[config.mk]
export PLATFORM = sky130hd
export DESIGN_NAME = rms_level_meter
export DESIGN_NICKNAME = d
export VERILOG_FILES = /design/src/design/rlm_pkg.sv /design/src/design/rms_level_meter.sv
export SDC_FILE = /design/constraint.sdc
export NUM_CORES = 2
export LEC_CHECK = 0
export ABC_CLOCK_PERIOD_IN_PS = 13500
export BUFFER_PORTS_ARGS = -buffer_cell sky130_fd_sc_hd__buf_2
export CAP_MARGIN = 20
export CORE_ASPECT_RATIO = 1.1
export CORE_MARGIN = 2
export CORE_UTILIZATION = 40
export DETAILED_ROUTE_END_ITERATION = 8
export PLACE_DENSITY = 0.53
export SETUP_SLACK_MARGIN = 0.5
export SLEW_MARGIN = 20
export SYNTH_ARGS = -nofsm -noshare
export SYNTH_HDL_FRONTEND = slang
export SYNTH_SLANG_ARGS = --single-unit
[constraint.sdc]
create_clock -name clk -period 13.5 [get_ports clk]
set_clock_uncertainty 0.05 [all_clocks]
set_input_delay 2.025 -clock clk [delete_from_list [all_inputs] [get_ports clk]]
set_output_delay 2.025 -clock clk [all_outputs]
set_load 0.02 [all_outputs]
[src/design/rlm_pkg.sv]
// rlm_pkg: shared widths, register indexes and constants of the rms level meter
// used by rms_level_meter and its port checker; no dependencies

package rlm_pkg;

  // stream payload widths
  localparam int S_DATA_W = 32;
  localparam int M_DATA_W = 56;

  // configuration port
  localparam int CFG_IDX_W  = 2;
  localparam int CFG_DATA_W = 16;

  typedef enum logic [CFG_IDX_W-1:0] {
    REG_ATTACK_GAIN  = 2'd0,
    REG_RELEASE_GAIN = 2'd1,
    REG_FLOOR_DBFS   = 2'd2,
    REG_SPAN_DB      = 2'd3
  } cfg_reg_t;

  // register reset values
  localparam logic [15:0] ATTACK_GAIN_RST  = 16'd32768;
  localparam logic [15:0] RELEASE_GAIN_RST = 16'd6554;
  localparam logic [7:0]  FLOOR_DBFS_RST   = 8'hC4;  // -60
  localparam logic [6:0]  SPAN_DB_RST      = 7'd40;

  // block length default
  localparam int MAX_BLOCK_DEF = 256;

  // datapath widths
  localparam int SAMPLE_W   = 24;
  localparam int SUM_W      = 56;
  localparam int LOG_FRAC_W = 16;
  localparam int LOG_W      = 22;
  localparam int DIV_W      = 24;
  localparam int DB_W       = 17;

  // 10*log10(2) in Q16 and the offset of 2^46 full scale in Q16 log2
  localparam logic [31:0] DB_PER_LOG2 = 32'd197283;
  localparam logic [23:0] LOG2_FS_OFS = 24'd3014656;
  localparam logic [15:0] DB_MIN_MAG  = 16'd36000;
  // -36000 in 17-bit two's complement
  localparam logic [DB_W-1:0] DB_MIN  = 17'h17360;

endpackage

[src/design/rms_level_meter.sv]
// rms_level_meter: block rms meter, dBFS in Q8.8, Q0.16 target and smoothing
// depends on rlm_pkg; one shared 32x32 multiplier under a one-hot sequencer
//
// Usage
//   s_* channel: one I2S slot word a transfer; s_tdata holds the slot with the
//   24-bit sample in bits 31..8, s_tlast marks the final sample of a block.
//   A block also ends when MAX_BLOCK samples have been summed.
//   m_* channel: one result a block; m_tdata holds level [15:0],
//   target_level [31:16] and block_dbfs [48:32].
//   cfg_*: write-only register port, taken at any edge with cfg_we high.
// Sequencing
//   s_tready is high only while the sequencer is idle. A sample that does not
//   end a block passes the transfer and then the square-and-add step.
//   A block end then normalizes the 56-bit sum by its leading zeros (one
//   normalize shift a cycle), forms its log2 fraction in 16 squaring steps,
//   does the same for the count, takes the log difference, scales it to dB,
//   forms the target in 24 divider steps (skipped when the level is at or
//   below the floor) and ends in the smoothing step. A silent block goes
//   straight to the smoothing step. Every product runs through one
//   multiplier.
// Reset and stall
//   rst clears the sum, count, smoothed level and registers to their defaults.
//   A result waits in the output register; the block keeps accepting samples,
//   and only holds in its last step if a new result is due while one waits.

module rms_level_meter #(
  parameter int MAX_BLOCK = rlm_pkg::MAX_BLOCK_DEF
) (
  input  logic                             clk,
  input  logic                             rst,
  // slave stream: tdata = sample_word[31:0]
  input  logic                             s_tvalid,
  output logic                             s_tready,
  input  logic [rlm_pkg::S_DATA_W-1:0]     s_tdata,
  input  logic                             s_tlast,
  // master stream: tdata = level[15:0], target_level[31:16], block_dbfs[48:32]
  output logic                             m_tvalid,
  input  logic                             m_tready,
  output logic [rlm_pkg::M_DATA_W-1:0]     m_tdata,
  // configuration write port
  input  logic                             cfg_we,
  input  logic [rlm_pkg::CFG_IDX_W-1:0]    cfg_index,
  input  logic [rlm_pkg::CFG_DATA_W-1:0]   cfg_wdata
);

  import rlm_pkg::*;

  localparam int CW = $clog2(MAX_BLOCK + 1);

  typedef enum logic [8:0] {
    ST_IDLE   = 9'b000000001,
    ST_SQUARE = 9'b000000010,
    ST_NORM   = 9'b000000100,
    ST_LOGSQ  = 9'b000001000,
    ST_LDIFF  = 9'b000010000,
    ST_DBMUL  = 9'b000100000,
    ST_TGT    = 9'b001000000,
    ST_DIV    = 9'b010000000,
    ST_SMOOTH = 9'b100000000
  } state_t;

  state_t state;

  // configuration registers
  logic [15:0] attack_gain;
  logic [15:0] release_gain;
  logic [7:0]  floor_dbfs;
  logic [6:0]  span_db;

  // block state
  logic [SUM_W-1:0] square_sum;
  logic [CW-1:0]    sample_count;
  logic [15:0]      smoothed_level;

  // datapath registers
  logic [SAMPLE_W-1:0] mag;
  logic                last_r;
  logic [SUM_W-1:0]    nrm;
  logic [5:0]          expo;
  logic [31:0]         y;
  logic [LOG_FRAC_W-1:0] frac;
  logic                log_of_cnt;
  logic [LOG_W-1:0]    log_sum;
  logic [LOG_W-1:0]    log_cnt;
  logic [4:0]          itc;
  logic [21:0]         neg;
  logic [DB_W-1:0]     db;
  logic [15:0]         target;
  logic [DIV_W-1:0]    dvd;
  logic [6:0]          rem;
  logic [6:0]          dvsr;

  // shared multiplier
  logic [31:0] mul_a;
  logic [31:0] mul_b;
  logic [63:0] mul_p;

  // combinational helpers
  logic [SAMPLE_W-1:0] top;
  logic [SAMPLE_W-1:0] mag_next;
  logic [SUM_W:0]      sum_add;
  logic [SUM_W-1:0]    sum_next;
  logic [CW-1:0]       count_next;
  logic                blk_end;
  logic                sq_hi;
  logic [31:0]         y_next;
  logic [LOG_FRAC_W-1:0] frac_next;
  logic [23:0]         l_val;
  logic [23:0]         neg_val;
  logic [39:0]         rnd;
  logic [15:0]         m_cl;
  logic [17:0]         diff;
  logic [7:0]          trial;
  logic [7:0]          trial_sub;
  logic                fits;
  logic                up;
  logic [15:0]         delta;
  logic [15:0]         gain;
  logic [15:0]         level_next;
  logic                out_free;

  assign s_tready = (state == ST_IDLE);
  assign out_free = !m_tvalid || m_tready;

  // sample magnitude from the top 24 bits of the slot
  assign top      = s_tdata[31:8];
  assign mag_next = top[SAMPLE_W-1] ? (24'd0 - top) : top;

  // multiplier operand select
  always_comb begin
    mul_a = '0;
    mul_b = '0;
    unique case (state)
      ST_SQUARE: begin
        mul_a = {8'h00, mag};
        mul_b = {8'h00, mag};
      end
      ST_LOGSQ: begin
        mul_a = y;
        mul_b = y;
      end
      ST_DBMUL: begin
        mul_a = {10'd0, neg};
        mul_b = DB_PER_LOG2;
      end
      ST_SMOOTH: begin
        mul_a = {16'd0, delta};
        mul_b = {16'd0, gain};
      end
      default: ;
    endcase
  end

  assign mul_p = mul_a * mul_b;

  // saturating sum of squares and count
  assign sum_add    = {1'b0, square_sum} + {9'd0, mul_p[47:0]};
  assign sum_next   = sum_add[SUM_W] ? '1 : sum_add[SUM_W-1:0];
  assign count_next = sample_count + 1'b1;
  assign blk_end    = last_r || (count_next == CW'(MAX_BLOCK));

  // one squaring step of the log2 fraction
  assign sq_hi     = mul_p[63];
  assign y_next    = sq_hi ? mul_p[63:32] : mul_p[62:31];
  assign frac_next = {frac[LOG_FRAC_W-2:0], sq_hi};

  // log2(sum) - log2(count) - 46, magnitude when negative
  assign l_val   = {2'b00, log_sum} - {2'b00, log_cnt} - LOG2_FS_OFS;
  assign neg_val = l_val[23] ? (24'd0 - l_val) : 24'd0;

  // dB scaling with round half up, clamped at the floor of the range
  assign rnd  = mul_p[39:0] + 40'h80_0000;
  assign m_cl = (rnd[39:24] > DB_MIN_MAG) ? DB_MIN_MAG : rnd[39:24];

  // distance above the floor
  assign diff = {db[DB_W-1], db} - {{2{floor_dbfs[7]}}, floor_dbfs, 8'h00};

  // restoring divider step
  assign trial     = {rem, dvd[DIV_W-1]};
  assign trial_sub = trial - {1'b0, dvsr};
  assign fits      = (trial >= {1'b0, dvsr});

  // attack/release smoothing
  assign up         = (target > smoothed_level);
  assign delta      = up ? (target - smoothed_level) : (smoothed_level - target);
  assign gain       = up ? attack_gain : release_gain;
  assign level_next = up ? (smoothed_level + mul_p[31:16])
                         : (smoothed_level - mul_p[31:16]);

  // configuration writes
  always_ff @(posedge clk) begin
    if (rst) begin
      attack_gain  <= ATTACK_GAIN_RST;
      release_gain <= RELEASE_GAIN_RST;
      floor_dbfs   <= FLOOR_DBFS_RST;
      span_db      <= SPAN_DB_RST;
    end else if (cfg_we) begin
      unique case (cfg_reg_t'(cfg_index))
        REG_ATTACK_GAIN:  attack_gain  <= cfg_wdata[15:0];
        REG_RELEASE_GAIN: release_gain <= cfg_wdata[15:0];
        REG_FLOOR_DBFS:   floor_dbfs   <= cfg_wdata[7:0];
        REG_SPAN_DB:      span_db      <= cfg_wdata[6:0];
      endcase
    end
  end

  // control state
  always_ff @(posedge clk) begin
    if (rst) begin
      state          <= ST_IDLE;
      square_sum     <= '0;
      sample_count   <= '0;
      smoothed_level <= '0;
      m_tvalid       <= 1'b0;
    end else begin
      if (m_tvalid && m_tready && !(state == ST_SMOOTH && out_free)) begin
        m_tvalid <= 1'b0;
      end
      unique case (state)
        ST_IDLE: begin
          if (s_tvalid) begin
            state <= ST_SQUARE;
          end
        end
        ST_SQUARE: begin
          square_sum   <= sum_next;
          sample_count <= count_next;
          if (!blk_end) begin
            state <= ST_IDLE;
          end else if (sum_next == '0) begin
            state <= ST_SMOOTH;
          end else begin
            state <= ST_NORM;
          end
        end
        ST_NORM: begin
          if (nrm[SUM_W-1]) begin
            state <= ST_LOGSQ;
          end
        end
        ST_LOGSQ: begin
          if (itc == 5'(LOG_FRAC_W - 1)) begin
            state <= log_of_cnt ? ST_LDIFF : ST_NORM;
          end
        end
        ST_LDIFF: state <= ST_DBMUL;
        ST_DBMUL: state <= ST_TGT;
        ST_TGT: begin
          if (diff[17] || diff == '0) begin
            state <= ST_SMOOTH;
          end else begin
            state <= ST_DIV;
          end
        end
        ST_DIV: begin
          if (itc == 5'(DIV_W - 1)) begin
            state <= ST_SMOOTH;
          end
        end
        ST_SMOOTH: begin
          if (out_free) begin
            smoothed_level <= level_next;
            square_sum     <= '0;
            sample_count   <= '0;
            m_tvalid       <= 1'b1;
            state          <= ST_IDLE;
          end
        end
        default: state <= ST_IDLE;
      endcase
    end
  end

  // datapath registers
  always_ff @(posedge clk) begin
    unique case (state)
      ST_IDLE: begin
        mag    <= mag_next;
        last_r <= s_tlast;
      end
      ST_SQUARE: begin
        // silent block result, or start the log of the sum
        db         <= DB_MIN;
        target     <= '0;
        nrm        <= sum_next;
        expo       <= 6'(SUM_W - 1);
        log_of_cnt <= 1'b0;
      end
      ST_NORM: begin
        if (nrm[SUM_W-1]) begin
          y    <= nrm[SUM_W-1 -: 32];
          frac <= '0;
          itc  <= '0;
        end else begin
          nrm  <= {nrm[SUM_W-2:0], 1'b0};
          expo <= expo - 1'b1;
        end
      end
      ST_LOGSQ: begin
        y    <= y_next;
        frac <= frac_next;
        itc  <= itc + 1'b1;
        if (itc == 5'(LOG_FRAC_W - 1)) begin
          if (log_of_cnt) begin
            log_cnt <= {expo, frac_next};
          end else begin
            log_sum    <= {expo, frac_next};
            nrm        <= {{(SUM_W-CW){1'b0}}, sample_count};
            expo       <= 6'(SUM_W - 1);
            log_of_cnt <= 1'b1;
          end
        end
      end
      ST_LDIFF: neg <= neg_val[21:0];
      ST_DBMUL: db  <= 17'd0 - {1'b0, m_cl};
      ST_TGT: begin
        target <= '0;
        dvd    <= {diff[15:0], 8'h00};
        rem    <= '0;
        dvsr   <= (span_db == '0) ? 7'd1 : span_db;
        itc    <= '0;
      end
      ST_DIV: begin
        rem <= fits ? trial_sub[6:0] : trial[6:0];
        dvd <= {dvd[DIV_W-2:0], fits};
        itc <= itc + 1'b1;
        if (itc == 5'(DIV_W - 1)) begin
          target <= (dvd[DIV_W-2:15] != '0) ? 16'hFFFF : {dvd[14:0], fits};
        end
      end
      ST_SMOOTH: begin
        if (out_free) begin
          m_tdata <= {7'd0, db, target, level_next};
        end
      end
      default: ;
    endcase
  end

endmodule

==> results by group <==
Route
  • Routed wire length: about 210,000 um
  • Vias: 50,020
  • First DRT Iteration DRCs: roughly 3,700
  • Antenna Nets Post-Route: 0
  • DRC: 0
  • Initial DRT Pass Iterations: 6
  • Average wire per standard cell: 22.55 um
  • Vias per cell: roughly 5.3

Critical path
  • FF-to-FF setup slack: 0.21 ns
  • Req. time, crit path: around 14 ns
  • CP peak stage delay: around 0.64 ns
  • Critical-path maximum fanout: 5
  • Startpoint types: register
  • Crit Reg-Reg Startpoint: target[0]
  • CP most frequent cell: fa_1
  • R2R cell count: between 50 and 60
  • CP Capture Type: register
  • R2R Path End: state[2]
  • Worst Path Arrival: ~14 ns
  • CP max stage cell: fa_2
  • Setup CP Type: register to register

Timing
  • Hold_ws: roughly 0.4 ns
  • Final Hold Vio Count: 0
  • Pins over their slew limit: 0
  • Unrepaired setup endpoints after global routing: yes
  • Worst slew pin tran: roughly 1.3 ns
  • Crit path time final: 13.29 ns
  • Period utilization: 98.45%
  • Slew margin rel.: 11.46%
  • Max Clock Freq: 0.07524 GHz
  • Final setup violation count: 0
  • Setup TNS Final: 0 ns

Place
  • Dpl hpwl: around 170,000 um
  • Placed cell count: between 9,000 and 10,000
  • PortBufs: around 100
  • Gp weighted congestion: 0.9512

Hold path
  • Hold path start: frac[14]
  • Hold depth: 0
  • Hold Crit Class: register to register
  • WHS Endpoint: log_cnt[15]

Pwr
  • Logic pwr share: about a third
  • Internal: 3156 uW
  • Register share of total power: 35.3%
  • Maximum VDD drop: ~0.00012 V
  • PwrDens: 64.20 nW/um^2
  • Switching part of the total: around 34%
  • Net switching power: about 1600 uW
  • Leak pwr: 0.03487 uW
  • Clock network fraction of design power: between 30% and 40%

Logic synthesis
  • Top-area cell type share of the netlist area: 29.86%
  • Synthesis-stage register bit count: roughly 460
  • Mapped Cells: about 6,700
  • Asr flop ratio synth: 0%
  • Post-synth EDFFs: ~330
  • Sequential share of the synthesized area: between 20% and 30%
  • Synth area leaders: fa_1 (30%), edfxtp_1 (16%), ha_1 (8.5%), inv_1 (7.7%), nand2_1 (5.7%)
  • Synth Flop Type: edfxtp_1
  • Post-Syn Area per Cell: between 8 and 9 sq um
  • Largest area contributor in the netlist: fa_1
  • Cell Area, Synth: roughly 59,000 sq um
  • Synthesis warning total: 0
  • Netlist cell types: ~110

Die
  • Die Width: between 300 and 400 um
  • Area of the die: between 150,000 and 200,000 sq um
  • Die H: slightly above 400 um
  • Area of the core: 147,800 sq um
  • Initial core utilization: about 40%
  • Row Count: 148
  • I/O Pins: between 100 and 150

Clock network
  • Worst-case clock buffer depth: 3
  • Clk_lat worst skew: approximately 0.63 ns
  • Clock-pin slew of the registers on the worst-case setup and hold paths: about 0.06 ns
  • H-tree levels: 2
  • TritonCTS clock tree: yes
  • Clock Sinks: 464
  • Num CTS Buffers: 50
  • CTS root buf: clkbuf_16

Layout
  • Layout Nets: slightly below 9,000
  • Non-filler instance count after layout: between 9,000 and 10,000
  • Share of cells above drive strength 1: between 20% and 30%
  • Post-layout util: between 50% and 60%
  • Area delta synth->final: 24.33%

Global route
  • Vias in the first global route: just over 50,000
  • Initial antenna violation count: 8
  • Overflow after GRT: 0
  • Pin count of the biggest net entering global routing: between 70 and 80
  • Total track usage: between 20 and 30%
  • First-pass GRT wire length: roughly 320,000 um

Flow run
  • Max-Cap Viols: 0

Run status
  • Outcome: completed
placed cells by master (no fill, tap or decap), types with 42 or more instances in the layout:
| cell | n |
|---|---|
| inv_1 | 1188 |
| nand2_1 | 868 |
| fa_1 | 846 |
| buf_4 | 782 |
| nor2_1 | 624 |
| ha_1 | 363 |
| edfxtp_1 | 326 |
| a21oi_1 | 224 |
| dfxtp_1 | 138 |
| xnor2_1 | 135 |
| o21ai_0 | 110 |
| a21o_1 | 108 |
| buf_2 | 97 |
| buf_6 | 67 |
| nand3_1 | 66 |
| nor3_1 | 59 |
| clkbuf_16 | 56 |
| a21oi_2 | 55 |
| xor2_1 | 53 |
| buf_12 | 51 |
| and2_1 | 48 |
| o21ai_1 | 45 |
| nand2b_1 | 44 |
| o21ai_2 | 44 |
| and3_1 | 43 |
| a22o_1 | 42 |
timing repair:
item | CTS | global route
hold buffers | 0 | 0
setup buffers | 56 | 75
cloned | 2 | 4
gates resized for setup | 302 | 486
pin swaps | 157 | 273
endpoints found under the setup margin | 139 | 166
per-layer routing:
| metal | part of all wire (%) | wire [um] | GRT usage [%] |
|---|---|---|---|
| met1 | 43 | 91270 | 38.62 |
| met2 | 47 | 100800 | 46.03 |
| met3 | 5.8 | 12360 | 2.858 |
| met4 | 3.8 | 8157 | 8.662 |
| met5 | 0.014 | 30 | 0 |
power by group through the flow:
stage                     sequential [uW]  clock (uW)  combinational [uW]
after floorplan                      1660           0                 619
after global placement               1700           0                1320
after detailed placement             1700           0                1320
after CTS                            1670        1470                1420
after global routing                 1670        1520                1720
final                                1670        1440                1640
per-stage QoR:
stage / instance area [sq um] / power, uW / setup slack [ns]
2_1_floorplan: 59500 / 2281 / 0.5462
6_report: 73940 / 4747 / 0.2097
5_1_grt: 73940 / 4917 / -0.2812
4_1_cts: 71260 / 4558 / 0.2213
3_5_place_dp: 67760 / 3020 / -0.6532
3_3_place_gp: 67760 / 3022 / -0.7550
kinds of logic (layout without fill, tap and decap cells):
family	Yosys count	in the layout	synth area share (%)
AND/OR/NAND/NOR	2104	2104	15.60
buffers and inverters	1537	2339	9.797
adder cells (fa/ha/maj)	1290	1290	38.33
AO/OA/AOI/OAI	996	996	10.95
flip-flops	464	464	21.10
XOR/XNOR	222	222	3.282
multiplexers	54	54	0.9277
other	1	10	0.006305
sequential cells by signal (all words and copies together), names as in the netlist, 15 cells and up:
name / count
db: 17
m_tdata: 49
target: 16
log_sum: 22
attack_gain: 16
dvd: 24
neg: 22
release_gain: 16
y: 32
square_sum: 56
log_cnt: 22
nrm: 56
mag: 24
frac: 15
smoothed_level: 16
Yosys cell counts (26+ instances only):
master and n:
inv_1 1217, nand2_1 901, fa_1 887, nor2_1 682, ha_1 403, edfxtp_1 326
a21oi_1 284, clkbuf_1 271, o21ai_0 196, xnor2_1 159, dfxtp_1 138, a21o_1 108
nand3_1 72, nor3_1 72, xor2_1 62, and2_1 52, and3_1 48, mux2i_1 45
nand2b_1 44, a22o_1 42, o21a_1 39, nand4_1 38, a22oi_1 36, a31oi_1 32
o21bai_1 31, nor2b_1 30, or2_2 28, o31ai_1 26
worst max-delay path: cells and delay by family, from the launching register on:
family	cells	cell delay (ns)
compound gates	23	4.10
xor+xnor	2	0.32
fa+ha+maj	12	5.26
buf+inv	13	1.55
flops	1	0.39
mux	1	0.23
simple gates	8	1.21
final cells by class:
type                            count  area, sq um
Multi-Input combinational cell   4673        44080
Antenna cell                        3        7.507
Sequential cell                   464        12550
Timing Repair Buffer             1018         8552
Tap cell                         1950         2440
Clock buffer                       64         1355
Clock inverter                     30        350.3
Fill cell                       14080        73830
Inverter                         1227         4611
how the worst max path moves through the flow:
stage | startpoint | to | slack, ns | cells past startpoint
floorplan | target[0] | state[8] | 0.55 | 54
global route | target[0] | state[8] | -0.28 | 59
finish | target[0] | state[2] | 0.21 | 59
detailed placement | target[0] | state[8] | -0.65 | 53
global placement | target[0] | state[8] | -0.75 | 55
CTS | target[0] | state[2] | 0.22 | 58
No activity file was read; power rests on OpenSTA's default activity.
